<file path="config.mk">
export PLATFORM = sky130hd
export DESIGN_NAME = punctuation_and_string_lexer_core
export DESIGN_NICKNAME = d
export VERILOG_FILES = /design/src/design/psl_pkg.sv /design/src/design/punctuation_and_string_lexer_core.sv
export SDC_FILE = /design/constraint.sdc
export NUM_CORES = 1
export LEC_CHECK = 0
export ABC_AREA = 1
export BUFFER_PORTS_ARGS = -buffer_cell sky130_fd_sc_hd__buf_4
export CAP_MARGIN = 20
export CELL_PAD_IN_SITES_DETAIL_PLACEMENT = 2
export CELL_PAD_IN_SITES_GLOBAL_PLACEMENT = 2
export CORE_MARGIN = 1
export CORE_UTILIZATION = 37
export CTS_CLUSTER_SIZE = 8
export DETAILED_ROUTE_END_ITERATION = 12
export GPL_ROUTABILITY_DRIVEN = 0
export HOLD_SLACK_MARGIN = 0.05
export PLACE_DENSITY_LB_ADDON = 0.1
export RECOVER_POWER = 100
export SYNTH_ARGS = -nofsm -noshare
export SYNTH_HDL_FRONTEND = slang
export SYNTH_SLANG_ARGS = --single-unit
</file>
<file path="constraint.sdc">
create_clock -name clk -period 4.96 [get_ports clk]
set_input_delay 0.248 -clock clk [delete_from_list [all_inputs] [get_ports clk]]
set_output_delay 0.248 -clock clk [all_outputs]
set_load 0.005 [all_outputs]
</file>
<file path="src/design/psl_pkg.sv">
`timescale 1ns / 1ps
// ----------------------------------------------------------------------------
// psl_pkg: shared types and constants of the punctuation and string lexer.
// Token kinds, source byte codes, position widths and the punctuation decoder.
// ----------------------------------------------------------------------------
package psl_pkg;

  localparam int unsigned LineW = 20;
  localparam int unsigned ColW  = 16;
  localparam int unsigned ByteW = 8;

  localparam logic [LineW-1:0] LineMax = {LineW{1'b1}};
  localparam logic [ColW-1:0]  ColMax  = {ColW{1'b1}};
  localparam logic [LineW-1:0] LineOne = LineW'(1);
  localparam logic [ColW-1:0]  ColOne  = ColW'(1);

  typedef enum logic [3:0] {
    KIND_LPAREN      = 4'd0,
    KIND_RPAREN      = 4'd1,
    KIND_LBRACE      = 4'd2,
    KIND_RBRACE      = 4'd3,
    KIND_LBRACKET    = 4'd4,
    KIND_RBRACKET    = 4'd5,
    KIND_COMMA       = 4'd6,
    KIND_PERIOD      = 4'd7,
    KIND_STR_CHAR    = 4'd8,
    KIND_STR_END     = 4'd9,
    KIND_END         = 4'd10,
    KIND_EOF_IN_STR  = 4'd11,
    KIND_UNKNOWN     = 4'd12
  } token_kind_t;

  localparam logic [ByteW-1:0] CH_LPAREN    = 8'h28;
  localparam logic [ByteW-1:0] CH_RPAREN    = 8'h29;
  localparam logic [ByteW-1:0] CH_LBRACE    = 8'h7B;
  localparam logic [ByteW-1:0] CH_RBRACE    = 8'h7D;
  localparam logic [ByteW-1:0] CH_LBRACKET  = 8'h5B;
  localparam logic [ByteW-1:0] CH_RBRACKET  = 8'h5D;
  localparam logic [ByteW-1:0] CH_COMMA     = 8'h2C;
  localparam logic [ByteW-1:0] CH_PERIOD    = 8'h2E;
  localparam logic [ByteW-1:0] CH_QUOTE     = 8'h22;
  localparam logic [ByteW-1:0] CH_BACKSLASH = 8'h5C;
  localparam logic [ByteW-1:0] CH_N         = 8'h6E;
  localparam logic [ByteW-1:0] CH_R         = 8'h72;
  localparam logic [ByteW-1:0] CH_T         = 8'h74;
  localparam logic [ByteW-1:0] CH_SPACE     = 8'h20;
  localparam logic [ByteW-1:0] CH_TAB       = 8'h09;
  localparam logic [ByteW-1:0] CH_LF        = 8'h0A;
  localparam logic [ByteW-1:0] CH_CR        = 8'h0D;

  typedef struct packed {
    logic        hit;
    token_kind_t kind;
  } punct_t;

  function automatic punct_t punct_decode(input logic [ByteW-1:0] b);
    punct_t p;
    p.hit  = 1'b1;
    p.kind = KIND_UNKNOWN;
    unique case (b)
      CH_LPAREN:   p.kind = KIND_LPAREN;
      CH_RPAREN:   p.kind = KIND_RPAREN;
      CH_LBRACE:   p.kind = KIND_LBRACE;
      CH_RBRACE:   p.kind = KIND_RBRACE;
      CH_LBRACKET: p.kind = KIND_LBRACKET;
      CH_RBRACKET: p.kind = KIND_RBRACKET;
      CH_COMMA:    p.kind = KIND_COMMA;
      CH_PERIOD:   p.kind = KIND_PERIOD;
      default:     p.hit  = 1'b0;
    endcase
    return p;
  endfunction

endpackage

</file>
<file path="src/design/punctuation_and_string_lexer_core.sv">
`timescale 1ns / 1ps
// ----------------------------------------------------------------------------
// punctuation_and_string_lexer_core: byte stream to token stream lexer.
// Tracks line and column, tokenizes punctuation and decodes quoted strings.
// ----------------------------------------------------------------------------
// Usage:
// The in_ channel carries one source byte per item in in_tdata; in_tuser set
// marks end of input instead of a byte. The out_ channel carries zero or one
// token per input item: the kind in out_tuser, the decoded string character,
// line and column in out_tdata. Positions count from 1 and saturate.
// An accepted item waits in the input register, where it is lexed
// against the current mode and position; its token is then held in the
// output register, and out_tvalid rises when it gets there. One item is
// taken every cycle while out_tready stays high. When the receiver stalls,
// the input register still takes one more item, then in_tready falls
// until the waiting token is taken.
// A synchronous reset (rst_n low) empties both registers, leaves string
// mode and sets line and column back to 1.
// ----------------------------------------------------------------------------
module punctuation_and_string_lexer_core
  import psl_pkg::*;
(
  input  logic        clk,
  input  logic        rst_n,
  input  logic        in_tvalid,
  output logic        in_tready,
  input  logic [7:0]  in_tdata,   // [7:0] in_byte
  input  logic        in_tuser,   // [0] end_of_input
  output logic        out_tvalid,
  input  logic        out_tready,
  output logic [47:0] out_tdata,  // [7:0] char_value, [27:8] token_line,
                                  // [43:28] token_column, [47:44] zero
  output logic [3:0]  out_tuser   // [3:0] token_kind
);

  logic             s1_valid_r, s1_valid_nxt;
  logic [ByteW-1:0] s1_byte_r;
  logic             s1_eoi_r;
  logic             s1_adv, s1_commit, in_acc;

  logic             in_string_r, in_string_nxt;
  logic             after_escape_r, after_escape_nxt;
  logic [LineW-1:0] line_count_r, line_count_nxt;
  logic [ColW-1:0]  column_count_r, column_count_nxt;
  logic [LineW-1:0] start_line_r, start_line_nxt;
  logic [ColW-1:0]  start_column_r, start_column_nxt;

  logic             tok_emit;
  token_kind_t      tok_kind;
  logic [ByteW-1:0] tok_char;
  logic [LineW-1:0] tok_line;
  logic [ColW-1:0]  tok_col;
  logic [LineW-1:0] adv_line;
  logic [ColW-1:0]  adv_col;
  punct_t           punct;

  logic             out_valid_r, out_valid_nxt;
  token_kind_t      out_kind_r;
  logic [ByteW-1:0] out_char_r;
  logic [LineW-1:0] out_line_r;
  logic [ColW-1:0]  out_col_r;

  assign s1_adv    = !out_valid_r || out_tready;
  assign s1_commit = s1_valid_r && s1_adv;
  assign in_tready = !s1_valid_r || s1_adv;
  assign in_acc    = in_tvalid && in_tready;

  assign s1_valid_nxt = in_acc ? 1'b1 : (s1_commit ? 1'b0 : s1_valid_r);

  always_comb begin
    if (s1_byte_r == CH_LF) begin
      adv_col  = ColOne;
      adv_line = (line_count_r == LineMax) ? line_count_r : line_count_r + LineOne;
    end else begin
      adv_line = line_count_r;
      adv_col  = (column_count_r == ColMax) ? column_count_r : column_count_r + ColOne;
    end
  end

  assign punct = punct_decode(s1_byte_r);

  always_comb begin
    in_string_nxt    = in_string_r;
    after_escape_nxt = after_escape_r;
    line_count_nxt   = line_count_r;
    column_count_nxt = column_count_r;
    start_line_nxt   = start_line_r;
    start_column_nxt = start_column_r;
    tok_emit         = 1'b0;
    tok_kind         = KIND_UNKNOWN;
    tok_char         = '0;
    tok_line         = line_count_r;
    tok_col          = column_count_r;
    if (s1_eoi_r) begin
      tok_emit = 1'b1;
      if (in_string_r) begin
        tok_kind         = KIND_EOF_IN_STR;
        tok_line         = start_line_r;
        tok_col          = start_column_r;
        in_string_nxt    = 1'b0;
        after_escape_nxt = 1'b0;
      end else begin
        tok_kind = KIND_END;
      end
    end else begin
      line_count_nxt   = adv_line;
      column_count_nxt = adv_col;
      if (in_string_r) begin
        tok_line = start_line_r;
        tok_col  = start_column_r;
        if (after_escape_r) begin
          after_escape_nxt = 1'b0;
          tok_emit         = 1'b1;
          tok_kind         = KIND_STR_CHAR;
          case (s1_byte_r)
            CH_N:    tok_char = CH_LF;
            CH_R:    tok_char = CH_CR;
            CH_T:    tok_char = CH_TAB;
            default: tok_char = s1_byte_r;
          endcase
        end else if (s1_byte_r == CH_QUOTE) begin
          in_string_nxt = 1'b0;
          tok_emit      = 1'b1;
          tok_kind      = KIND_STR_END;
        end else if (s1_byte_r == CH_BACKSLASH) begin
          after_escape_nxt = 1'b1;
        end else begin
          tok_emit = 1'b1;
          tok_kind = KIND_STR_CHAR;
          tok_char = s1_byte_r;
        end
      end else begin
        case (s1_byte_r)
          CH_SPACE, CH_TAB, CH_LF, CH_CR: begin
            tok_emit = 1'b0;
          end
          CH_QUOTE: begin
            in_string_nxt    = 1'b1;
            after_escape_nxt = 1'b0;
            start_line_nxt   = line_count_r;
            start_column_nxt = column_count_r;
          end
          default: begin
            tok_emit = 1'b1;
            tok_kind = punct.hit ? punct.kind : KIND_UNKNOWN;
          end
        endcase
      end
    end
  end

  assign out_valid_nxt = s1_commit ? tok_emit : (out_tready ? 1'b0 : out_valid_r);

  always_ff @(posedge clk) begin
    if (!rst_n) begin
      s1_valid_r     <= 1'b0;
      out_valid_r    <= 1'b0;
      in_string_r    <= 1'b0;
      after_escape_r <= 1'b0;
      line_count_r   <= LineOne;
      column_count_r <= ColOne;
      start_line_r   <= LineOne;
      start_column_r <= ColOne;
    end else begin
      s1_valid_r  <= s1_valid_nxt;
      out_valid_r <= out_valid_nxt;
      if (s1_commit) begin
        in_string_r    <= in_string_nxt;
        after_escape_r <= after_escape_nxt;
        line_count_r   <= line_count_nxt;
        column_count_r <= column_count_nxt;
        start_line_r   <= start_line_nxt;
        start_column_r <= start_column_nxt;
      end
    end
  end

  always_ff @(posedge clk) begin
    if (in_acc) begin
      s1_byte_r <= in_tdata;
      s1_eoi_r  <= in_tuser;
    end
    if (s1_commit && tok_emit) begin
      out_kind_r <= tok_kind;
      out_char_r <= tok_char;
      out_line_r <= tok_line;
      out_col_r  <= tok_col;
    end
  end

  assign out_tvalid = out_valid_r;
  assign out_tuser  = out_kind_r;
  assign out_tdata  = {4'b0000, out_col_r, out_line_r, out_char_r};

`ifndef ASSERT_OFF
  a_pos_nonzero: assert property (@(posedge clk) disable iff (!rst_n)
    (line_count_r != '0) && (column_count_r != '0))
    else $error("Line or column counter reached zero.");

  a_escape_in_string: assert property (@(posedge clk) disable iff (!rst_n)
    after_escape_r |-> in_string_r)
    else $error("Escape pending outside a string.");

  a_eoi_leaves_string: assert property (@(posedge clk) disable iff (!rst_n)
    (s1_commit && s1_eoi_r) |=> (!in_string_r && out_valid_r))
    else $error("End of input did not give a token or leave string mode.");

  a_kind_range: assert property (@(posedge clk) disable iff (!rst_n)
    out_valid_r |-> (out_tuser <= KIND_UNKNOWN))
    else $error("Token kind out of range.");

  a_no_overrun: assert property (@(posedge clk) disable iff (!rst_n)
    (out_valid_r && !out_tready) |-> !s1_commit)
    else $error("Waiting token overwritten.");
`endif

endmodule

</file>
## After elaboration in Yosys (flattened, before gate mapping)

Cells that the tools add are included.

| word-level totals | value |
|---|---|
| flip-flop bits (word level) | 133 |
| latch bits | 0 |
| RAM bits | 0 |
| memory bits (read-only) | 0 |
| input port bits | 13 |
| output and inout port bits | 54 |
| logic and storage cells | 97 |
| memories | 0 |

| cells by class | value |
|---|---|
| add/sub/neg operators | 2 |
| $mul | 0 |
| divide/modulo/power cells | 0 |
| magnitude comparators | 0 |
| equality and inequality tests | 21 |
| shift-type cells | 0 |
| mux-type cells | 40 |
| bitwise logic cells | 3 |
| reduce and logical (&&, ||, !) cells | 17 |

Operators by type and width:

| operator | number |
|---|---|
| $eq A8 B7 Y1 const B | 8 |
| $eq A8 B6 Y1 const B | 6 |
| $mux W16 | 3 |
| $pmux W4 S8 | 1 |
| $eq A8 B4 Y1 const B | 3 |
| $mux W1 | 24 |
| $mux W8 | 3 |
| $pmux W8 S3 | 1 |
| $add A20 B1 Y20 const B | 1 |
| $eq A20 B20 Y1 const B | 1 |
| $mux W20 | 1 |
| $add A16 B1 Y16 const B | 1 |
| $eq A16 B16 Y1 const B | 1 |
| $mux W4 | 4 |
| $mux W3 | 3 |
| $reduce_and A4 Y1 | 2 |
| $reduce_or A8 Y1 | 1 |
| $reduce_and A3 Y1 | 2 |
| $reduce_bool A2 Y1 | 3 |
| $reduce_or A5 Y1 | 1 |
| $logic_and A1 B1 Y1 | 3 |
| $not A1 Y1 | 3 |
| $logic_not A1 Y1 | 2 |
| $logic_or A1 B1 Y1 | 2 |
| other kinds (3) | 3 |

## Logic depth before layout (Yosys ltp)

Gate-level depths: netlist of the first run.

| logic depth | value |
|---|---|
| word-level depth | 7 |
| gate-level depth with buffers | 11 |

## Worst setup path before layout of the first run

OpenSTA, ideal clock, no wires.

| timing path | value |
|---|---|
| path kind | register -> register |
| start | register s1_byte_r[4] |
| end | register out_char_r[0], enable pin |
| library setup time | 0.402 ns |
| data arrival time | 2.131 ns |
| data required time | 4.558 ns |
| path slack | 2.427 ns |
| cell stages (with the launch flop) | 10 |
| period minus slack after synthesis | 2.533 ns |
| path through | edfxtp_1 -> inv_1 -> nand2_1 -> nor2_1 -> inv_1 -> nor2_4 -> nor2_1 -> nand2_1 -> nand3_1 -> inv_1 |

| on the way | value |
|---|---|
| word-level cells in the longest chain between the ends | 7 |
| elaborated cells on any way between the ends | 14 |

Ends and longest elaborated chain:

| element | RTL line | RTL |
|---|---|---|
| start: declaration | punctuation_and_string_lexer_core.sv:37 | `logic [ByteW-1:0] s1_byte_r;` |
| start signal: assignment | punctuation_and_string_lexer_core.sv:180 | `s1_byte_r <= in_tdata;` |
| $eq A8 B7 Y1 | punctuation_and_string_lexer_core.sv:125 | `end else if (s1_byte_r == CH_BACKSLASH) begin` |
| $mux W1 | punctuation_and_string_lexer_core.sv:125 |  |
| $mux W1 | punctuation_and_string_lexer_core.sv:121 | `end else if (s1_byte_r == CH_QUOTE) begin` |
| $mux W1 | punctuation_and_string_lexer_core.sv:111 | `if (after_escape_r) begin` |
| $mux W1 (*) | punctuation_and_string_lexer_core.sv:108 | `if (in_string_r) begin` |
| $mux W1 (*) | punctuation_and_string_lexer_core.sv:94 | `if (s1_eoi_r) begin` |
| $logic_and A1 B1 Y1 (*) | punctuation_and_string_lexer_core.sv:183 | `if (s1_commit && tok_emit) begin` |
| end signal: assignment | punctuation_and_string_lexer_core.sv:185 | `out_char_r <= tok_char;` |
| end: declaration | punctuation_and_string_lexer_core.sv:59 | `logic [ByteW-1:0] out_char_r;` |

Mark *: on every way between the ends. The rest lies on a longest branch, timed or not.
A chain may end at the register's enable or synchronous reset.

## Final worst setup path of the first run

| timing path | value |
|---|---|
| start | register in_string_r |
| end | register out_line_r[8], enable pin |

| on the way | value |
|---|---|
| word-level cells in the longest chain between the ends | 3 |

Ends and longest elaborated chain:

| element | RTL line | RTL |
|---|---|---|
| start: declaration | punctuation_and_string_lexer_core.sv:41 | `logic in_string_r, in_string_nxt;` |
| start signal: assignment | punctuation_and_string_lexer_core.sv:168 | `in_string_r <= in_string_nxt;` |
| $mux W1 | punctuation_and_string_lexer_core.sv:108 |  |
| $mux W1 | punctuation_and_string_lexer_core.sv:94 |  |
| $logic_and A1 B1 Y1 | punctuation_and_string_lexer_core.sv:183 |  |
| end signal: assignment | punctuation_and_string_lexer_core.sv:186 | `out_line_r <= tok_line;` |
| end: declaration | punctuation_and_string_lexer_core.sv:60 | `logic [LineW-1:0] out_line_r;` |

Every way passes these cells.

==> metrics, run 1 <==
Slew Limit Fails 141; Synth Cell Area 6270 um2; ANT cells 0; Total GRT Usage 0.236; Slew headroom -0.705; DR top layer met4; WL met1 8260 um; setup tns final 0 ps; core area 16600 um2; wire per inst 17.8 um; antenna violation net count after detailed routing 0; via count of the routed design 5607; Max Buffers Root-to-Sink 2; Residual DRC 0; worst min-delay path category in -> reg; crit path kind reg -> reg; maximum vdd ir drop 0.000234 V; hold violation count in the final report 0; failing checks capacitance limit, slew limit; clock slew at reported path FFs 60 ps; initial antenna violation count 0; layout cells sized above 1 0.123; CTS Sinks 133; Critical Path Fanout Max 61; chip height 132 um; fmax 275 MHz; Fillers 1936; Net Sw Power 0.573 mW; post-route clock skew 7.81 ps; fin nets 879; number of global-route vias before repair 6216; Tightest Pin Transition 2560 ps; Chip Width 132 um; GRT overflow 0; library cells used by synthesis 32; area leader, netlist edfxtp_1; H-tree Lvls 4; clock share of power 0.479; DR WL met3 499 um; Final Critical Period 3640 ps; I/O pins 67; Final setup viols 0; post-synthesis sequential area ratio 0.516; Pwr Density 328 nW/um2; commonest non-fill, non-tap cell in the layout nand2_1; syn avg cell area 7.84 um2; CTS Buf Count 17; CTS root buffer clkbuf_16; Via density 5.11; Final Routed Wirelength 19600 um; maxcap violations 3; Switching Share 0.233; Port Buf Inserts 62; internal power 1.89 mW; drt pass-1 iters 4; HPWL after detailed placement 13200 um; area occupied by multi-input gates 2490 um2; outcome complete, but fails checks; initial DRC count 257; first-pass GRT wire length 32300 um; Clock Latency Late Sink 420 ps; hold path depth 3; top-area cell type share of the netlist area 0.273; Final Power 2.46 mW; crit share post-route 0.734; Initial Utilization 0.378; crit path launch type flop; Logic pwr share 0.042; Pleak 2.71 nW; CP arrival 3760 ps; commonest non-fill, non-tap cells in the layout 207 x nand2_1, 90 x inv_1, 85 x nor2_1; Reg2Reg Depth 6; CTS tree done; top cells by area, synth edfxtp_1 27%, dfxtp_1 24%, nand2_1 12%, o21ai_0 6.2%, a21oi_1 5.9%; Synth warnings 0; Register Area 3230 um2; largest net degree at the start of global routing 73; Synth Instances 800; total number of placement rows 47; metal2 WL 10500 um; Synth Register Bits 133; Sequential Power Share 0.479; CP Data Required Time 5080 ps; RSZ-0062 raised after global routing no; Crit. End Element flop; Die Area 17500 um2; Layout area overhead 19.4%
[state kept, by name, indices dropped and copies added, names as in the netlist, 4 cells and up]
name,count
out_col_r,16
line_count_r,20
out_tuser,4
start_line_r,20
out_char_r,8
s1_byte_r,8
out_line_r,20
column_count_r,16
start_column_r,16
[area by class of cell]
class,instances,area share
inverters,97,0.0490
flip-flops and latches,133,0.432
clock buffers,18,0.0573
well taps,220,0.0368
repair buffers,75,0.0769
multi-input cells,540,0.333
clock inverters,14,0.0150
[cells by family (layout without fill, tap and decap cells)]
| logic type | Yosys count | after routing | synth area share |
|---|---|---|---|
| compound gates | 163 | 163 | 0.133 |
| other cells | 1 | 4 | 0.000598 |
| simple gates | 355 | 355 | 0.238 |
| fa+ha+maj | 2 | 2 | 0.00399 |
| flops | 133 | 133 | 0.516 |
| xor+xnor | 16 | 16 | 0.0224 |
| buf+inv | 130 | 204 | 0.0858 |
[synth_stat cells]
master,count
nor2_1,82
clkinv_1,1
o211ai_1,3
nand3_4,1
xor2_1,16
ha_1,2
nor2_2,4
a21oi_2,1
dfxtp_1,76
inv_2,4
nand3b_1,2
inv_1,91
buf_6,3
clkbuf_2,2
nor2_4,5
edfxtp_1,57
buf_2,6
nor3_1,11
nand3_1,27
o2111a_1,1
clkbuf_1,18
nand4_1,11
a31oi_1,1
nand2_1,207
o21ai_1,5
a21oi_1,74
nand2_2,4
inv_4,1
nand2_4,1
o21ai_0,78
buf_4,4
conb_1,1
[metal layers]
metal	vias up	track usage
met3	22	0.0511
met5	-	0
met1	2795	0.270
met4	0	0.0640
li1	2716	-
met2	74	0.441
[final timing paths]
check | startpoint | endpoint | slack, ps
setup reg to reg | in_string_r | out_line_r[8] | 1320
setup / recovery | in_string_r | out_line_r[8] | 1320
hold reg to reg | start_line_r[8] | start_line_r[8] | 450
hold / removal | in_tvalid | s1_valid_r | 140
[power groups by stage]
stage	clock network (mW)	logic [mW]	registers, mW
2_1_floorplan	0	0.0481	1.20
3_3_place_gp	0	0.0921	1.20
3_5_place_dp	0	0.0975	1.20
4_1_cts	1.20	0.105	1.18
5_1_grt	1.25	0.114	1.18
6_report	1.18	0.103	1.18
[worst max-delay path: stages, from the launching register on]
cell	delay (ps)
dfxtp_2	340
clkbuf_1	1810
nor2_1	240
nand2_1	180
nand3_1	130
inv_2	320
buf_12	280
[repair_timing]
| action | 4_1_cts | 5_1_grt |
|---|---|---|
| hold buffers | 9 | 0 |
| gates resized for setup | 0 | 0 |
| setup buffers | 0 | 0 |
| endpoints found under the hold margin | 9 | 0 |
[metrics by stage]
step | hold slack, ps | cells | util | setup slack, ps | instance area, um2
4_1_cts | 140 | 1096 | 0.453 | 2160 | 7500
6_report | 141 | 1097 | 0.451 | 1320 | 7480
3_5_place_dp | 429 | 1055 | 0.414 | 2210 | 6870
3_3_place_gp | 427 | 1055 | 0.414 | 2410 | 6870
5_1_grt | 146 | 1097 | 0.451 | 979 | 7480
2_1_floorplan | 347 | 803 | - | 2430 | 6280
Note: power is estimated with default switching activity, not from simulation.
==> run 2: changes to the inputs <==
ABC_AREA = 0   (was 1)
clock period = 3.52 ns   (was 4.96 ns; I/O delays follow)
==> metrics, run 2 <==
outcome complete, but fails checks (unchanged); failing checks capacitance limit, slew limit (unchanged); Final Worst Setup Slack 445 ps (was 1320 ps); CP arrival 3390 ps (was 3760 ps); Setup WS pre-CTS 803 ps (was 2210 ps); core area 15300 um2 (was 16600 um2); Top delay family on crit path buffers and inverters (unchanged); Synth Register Bits 133 (unchanged); commonest non-fill, non-tap cells in the layout 104 x nand2_1, 76 x dfxtp_1, 61 x a21oi_1 (was 207 x nand2_1, 90 x inv_1, 85 x nor2_1); fin util 0.469 (was 0.451); Slew Limit Fails 42 (was 141); CTS tree done (unchanged); clock slew at reported path FFs 60 ps (about the same); ys flop type dfxtp_1 (unchanged); Port Buf Inserts 62 (unchanged); Fillers 1578 (was 1936); CP peak stage delay 1540 ps (was 1810 ps); Residual DRC 0 (unchanged); Synth Instances 581 (was 800); Synth warnings 0 (unchanged); Crit. End Element flop (unchanged); crit path launch type input pin (was flop); area occupied by multi-input gates 2390 um2 (was 2490 um2); flop2flop setup slack 580 ps (was 1320 ps); Register Area 3230 um2 (about the same); CTS root buffer clkbuf_16 (unchanged); area of placed instances 6480 um2 (was 6870 um2); Clock Latency Late Sink 420 ps (about the same); Slew headroom -0.389 (was -0.705); via count of the routed design 4787 (was 5607); library cells used by synthesis 53 (was 32); post-route insts no fill 871 (was 1097); drt pass-1 iters 4 (unchanged); initial DRC count 262 (was 257); Post-CTS Setup Inserts 0 (unchanged); Inst Count DP 828 (was 1055); Chip Width 127 um (was 132 um); Pwr Density 505 nW/um2 (was 328 nW/um2); maximum vdd ir drop 0.000354 V (was 0.000234 V); Synth Cell Area 5800 um2 (was 6270 um2); fmax 325 MHz; CTS Buf Count 17 (unchanged); CP Data Required Time 3830 ps (was 5080 ps); top cells by count, synth 104 x nand2_1, 76 x dfxtp_1, 62 x a21oi_1 (was 207 x nand2_1, 91 x inv_1, 82 x nor2_1); CTS Sinks 133 (unchanged); area leader, netlist edfxtp_1 (unchanged); Final Cell Area 7160 um2 (was 7480 um2); wire per inst 19.4 um (was 17.8 um); Die Area 16200 um2 (was 17500 um2); top cells by area, synth edfxtp_1 30%, dfxtp_1 26%, nand2_1 6.7%, mux2_2 5.8%, a21oi_1 5.4% (was edfxtp_1 27%, dfxtp_1 24%, nand2_1 12%, o21ai_0 6.2%, a21oi_1 5.9%); total number of placement rows 45 (was 47); crit path kind in -> reg (was reg -> reg); count leader, synth nand2_1 (unchanged); post-route clock skew 7.67 ps (was 7.81 ps); Pleak 2.44 nW (was 2.71 nW); setup tns final 0 ps (unchanged); Via density 5.50 (was 5.11); ys async rst share 0 (unchanged); initial antenna violation count 0 (unchanged); layout cells sized above 1 0.202 (was 0.123); antenna violation net count after detailed routing 0 (unchanged); first-pass GRT wire length 28000 um (was 32300 um); hold_ws 128 ps (was 141 ps); top-area cell type share of the netlist area 0.295 (was 0.273); H-tree Lvls 4 (unchanged); hold violation count in the final report 0 (unchanged); worst path cell trace dlygate4sd3_1 -> buf_4 -> inv_1 -> clkbuf_1 -> a21oi_1 -> a41o_1 (was clkbuf_1 -> nor2_1 -> nand2_1 -> nand3_1 -> inv_2 -> buf_12); post-synthesis sequential area ratio 0.557 (was 0.516); Final setup viols 0 (unchanged); chip height 127 um (was 132 um); commonest non-fill, non-tap cell in the layout nand2_1 (unchanged); slowest stage cell, crit path clkbuf_1 (unchanged); HPWL after detailed placement 10400 um (was 13200 um); worst min-delay path category in -> reg (unchanged); RSZ-0062 raised after global routing no (unchanged); Final Critical Period 3070 ps; Max Buffers Root-to-Sink 2 (unchanged); number of flops mapped to enable cells by yosys 57 (unchanged); I/O pins 67 (unchanged); Total GRT Usage 0.225 (was 0.236); Bufs and invs on worst path 4 (was 3); Final Power 3.61 mW (was 2.46 mW); fin nets 662 (was 879); syn avg cell area 9.98 um2 (was 7.84 um2); Tightest Pin Transition 2080 ps (was 2560 ps); crit share post-route 0.873; ANT cells 0 (unchanged); number of global-route vias before repair 5374 (was 6216); largest net degree at the start of global routing 42 (was 73); leading registers by flop count line_count_r (20), out_line_r (20), start_line_r (20) (unchanged); Final Routed Wirelength 16900 um (was 19600 um); GRT overflow 0 (unchanged); Initial Utilization 0.380 (was 0.378); maxcap violations 1 (was 3); Layout area overhead 23.5% (was 19.4%); Critical Path Fanout Max 41 (was 61)
## run 2: cell types whose count changed after synthesis, moves of 7 or more
cell	before	now
a21oi_1	74	62
and3_1	0	7
clkbuf_1	18	28
inv_1	91	12
mux2_2	0	30
nand2_1	207	104
nand2b_1	0	9
nor2_1	82	19
o21ai_0	78	23
o31ai_1	0	15
or3_1	0	13
or4_1	0	14
xor2_1	16	3
## run 2: final cells by class
cell class / instances / area share
multi-input combinational: 401 / 0.334
sequential: 133 / 0.452
tap: 211 / 0.0369
clock buffer: 24 / 0.0687
timing repair buffer: 81 / 0.0884
clock inverter: 8 / 0.0136
inverter: 13 / 0.00682
## run 2: layer usage
metal | share of wire | up-vias | global-route usage | wire length (um)
li1 | - | 2239 | - | -
met1 | 0.44 | 2452 | 0.262 | 7380
met2 | 0.52 | 73 | 0.410 | 8780
met3 | 0.022 | 23 | 0.0385 | 378
met4 | 0.021 | 0 | 0.0889 | 356
met5 | 0 | - | 0 | 0
## run 2: repair_timing
item                                   4_1_cts  5_1_grt
endpoints found under the hold margin       12        0
hold buffers                                11        0
resized for setup                            0        0
## run 2: worst register-to-register path, cell delays in order, from the launching register on
cell and delay (ps):
edfxtp_1 570, nand2b_1 360, nor3_1 100, o31ai_1 360, o21ai_0 250, a21oi_4 200
clkbuf_2 700
## run 2: cell families (layout without fill, tap and decap cells)
group | Yosys count | count (layout) | synth area share
AOI/OAI and AO/OA | 126 | 126 | 0.128
xor gates and xnor gates | 4 | 4 | 0.00604
DFF | 133 | 133 | 0.557
adders and majority gates | 2 | 2 | 0.00431
buffers and inverters | 50 | 126 | 0.0356
and+or+nand+nor | 232 | 232 | 0.205
other | 1 | 4 | 0.000647
muxes | 33 | 33 | 0.0634
## run 2: path summary, 6_finish.rpt
kind | startpoint | endpoint | depth (start not counted)
worst min register to register | start_column_r[6] | start_column_r[6] | 2
worst max-delay path | rst_n | out_tvalid | 6
worst min-delay path | out_tready | s1_valid_r | 4
worst max register to register | s1_byte_r[1] | out_col_r[8] | 6
## run 2: power breakdown
group | switching (mW) | internal [mW] | leakage (nW)
clock network | 0.664 | 1.11 | 0.284
logic | 0.0883 | 0.0666 | 1.04
registers | 0.0311 | 1.65 | 1.12
==> run 3: changes to the inputs <==
CORE_UTILIZATION = 25   (was 37)
==> metrics, run 3 (synthesized netlist as in run 2, its figures left out) <==
outcome complete, but fails checks (unchanged); failing checks capacitance limit, slew limit (unchanged); Net Sw Power 0.750 mW (was 0.784 mW); most utilized layer in the global route result met2 (unchanged); Tightest Pin Transition 2270 ps (was 2080 ps); hold violation count in the final report 0 (unchanged); Fillers 2474 (was 1578); Final Power 3.63 mW (was 3.61 mW); drt pass-1 iters 4 (unchanged); commonest non-fill, non-tap cell in the layout nand2_1 (unchanged); initial antenna violation count 0 (unchanged); Final Cell Area 7220 um2 (was 7160 um2); CTS Buf Count 17 (unchanged); HPWL after detailed placement 10500 um (was 10400 um); leading registers by flop count line_count_r (20), out_line_r (20), start_line_r (20) (unchanged); fmax 340 MHz (was 325 MHz); layout cells sized above 1 0.187 (was 0.202); Logic pwr share 0.041 (was 0.043); clock slew at reported path FFs 60 ps (about the same); met2 Use GR 0.247 (was 0.410); Residual DRC 0 (unchanged); CP Data Required Time 3710 ps (was 3830 ps); Clock Latency Late Sink 420 ps (about the same); Slew headroom -0.516 (was -0.389); first-pass GRT wire length 26200 um (was 28000 um); setup tns final 0 ps (unchanged); Total GRT Usage 0.142 (was 0.225); I/O pins 67 (unchanged); chip height 154 um (was 127 um); Port Buf Inserts 62 (unchanged); fin util 0.318 (was 0.469); Sequential Power Share 0.462 (was 0.465); Max Buffers Root-to-Sink 2 (unchanged); crit path kind reg -> reg (was in -> reg); Final Critical Period 2940 ps (was 3070 ps); crit share post-route 0.834 (was 0.873); H-tree Lvls 4 (unchanged); Critical Path Fanout Max 37 (was 41); initial DRC count 151 (was 262); crit path launch type flop (was input pin); area occupied by multi-input gates 2390 um2 (about the same); Layout area overhead 24.5% (was 23.5%); ANT cells 0 (unchanged); Initial Utilization 0.255 (was 0.380); Die Area 23800 um2 (was 16200 um2); Pwr Density 502 nW/um2 (was 505 nW/um2); Final Routed Wirelength 16100 um (was 16900 um); fin nets 662 (unchanged); clock share of power 0.496 (was 0.492); CTS tree done (unchanged); hold_ws 160 ps (was 128 ps); grt met1 use 0.174 (was 0.262); CP arrival 3130 ps (was 3390 ps); Pleak 2.42 nW (was 2.44 nW); via count of the routed design 4576 (was 4787); Via density 4.85 (was 5.50); area of placed instances 6570 um2 (was 6480 um2); maxcap violations 1 (unchanged); Register Area 3230 um2 (unchanged); commonest non-fill, non-tap cells in the layout 104 x nand2_1, 76 x dfxtp_1, 61 x a21oi_1 (unchanged); RSZ-0062 raised after global routing no (unchanged); largest net degree at the start of global routing 44 (was 42); Chip Width 154 um (was 127 um); total number of placement rows 55 (was 45); number of global-route vias before repair 4941 (was 5374); core area 22700 um2 (was 15300 um2); Slew Limit Fails 44 (was 42); Crit. End Element flop (unchanged); maximum vdd ir drop 0.000287 V (was 0.000354 V); CTS root buffer clkbuf_16 (unchanged); PostCTS Resize Cnt 0 (unchanged); antenna violation net count after detailed routing 0 (unchanged); M3 GR Usage 0.0314 (was 0.0385); Final setup viols 0 (unchanged); Switching Share 0.207 (was 0.217); GRT overflow 0 (unchanged); internal power 2.88 mW (was 2.83 mW); worst min-delay path category in -> reg (unchanged); post-route clock skew 7.35 ps (was 7.67 ps); wire per inst 17.0 um (was 19.4 um); CTS Sinks 133 (unchanged)
## run 3: cell types whose count changed in the layout (fill, tap and decap cells not counted), sizes merged
cell	delta
clkbuf	+6
buf	-3
clkinv	-2
clkinvlp	-2
bufinv	+1
dlygate4sd3	-1
## run 3: power groups by stage
stage	Clock (mW)	Sequential (mW)	Combinational, mW
3_5_place_dp	0	1.71	0.152
3_3_place_gp	0	1.71	0.150
2_1_floorplan	0	1.70	0.0736
6_report	1.80	1.68	0.149
4_1_cts	1.86	1.68	0.161
5_1_grt	1.92	1.68	0.166
## run 3: layer usage
metal,wire [um],vias up
met5,0,-
met4,226,0
met3,393,15
met2,7900,54
met1,7540,2266
li1,-,2241
## run 3: critical path, cell delays in order (launching register included)
cell,delay (ps)
edfxtp_1,550
nor4b_2,530
nand2_1,230
or4_2,1100
nand2_1,220
a21oi_1,80
## run 3: worst paths after layout
path	from	end	slack, ps	depth (start not counted)
setup / recovery	s1_byte_r[4]	start_line_r[3]	580	5
hold / removal	out_tready	s1_valid_r	160	4
setup reg to reg	s1_byte_r[4]	start_line_r[3]	580	5
hold reg to reg	start_column_r[3]	start_column_r[3]	450	2
## run 3: final cells by class
| class | instances | area share |
|---|---|---|
| Sequential cell | 133 | 0.448 |
| Multi-Input combinational cell | 401 | 0.331 |
| Timing Repair Buffer | 81 | 0.0832 |
| Clock buffer | 26 | 0.0678 |
| Tap cell | 285 | 0.0494 |
| Clock inverter | 5 | 0.0137 |
| Inverter | 13 | 0.00676 |
## run 3: timing repair
| action | 4_1_cts | 5_1_grt |
|---|---|---|
| hold buffers | 10 | 0 |
| hold endpoints to repair | 10 | 0 |
| endpoints found under the setup margin | 0 | 0 |
| buffers inserted | 0 | 0 |
## run 3: stage by stage
step                setup WS, ps  std cells
CTS                          610        944
global route                 277        944
finish                       583        944
floorplan                    472        584
global placement             648        903
detailed placement           612        903
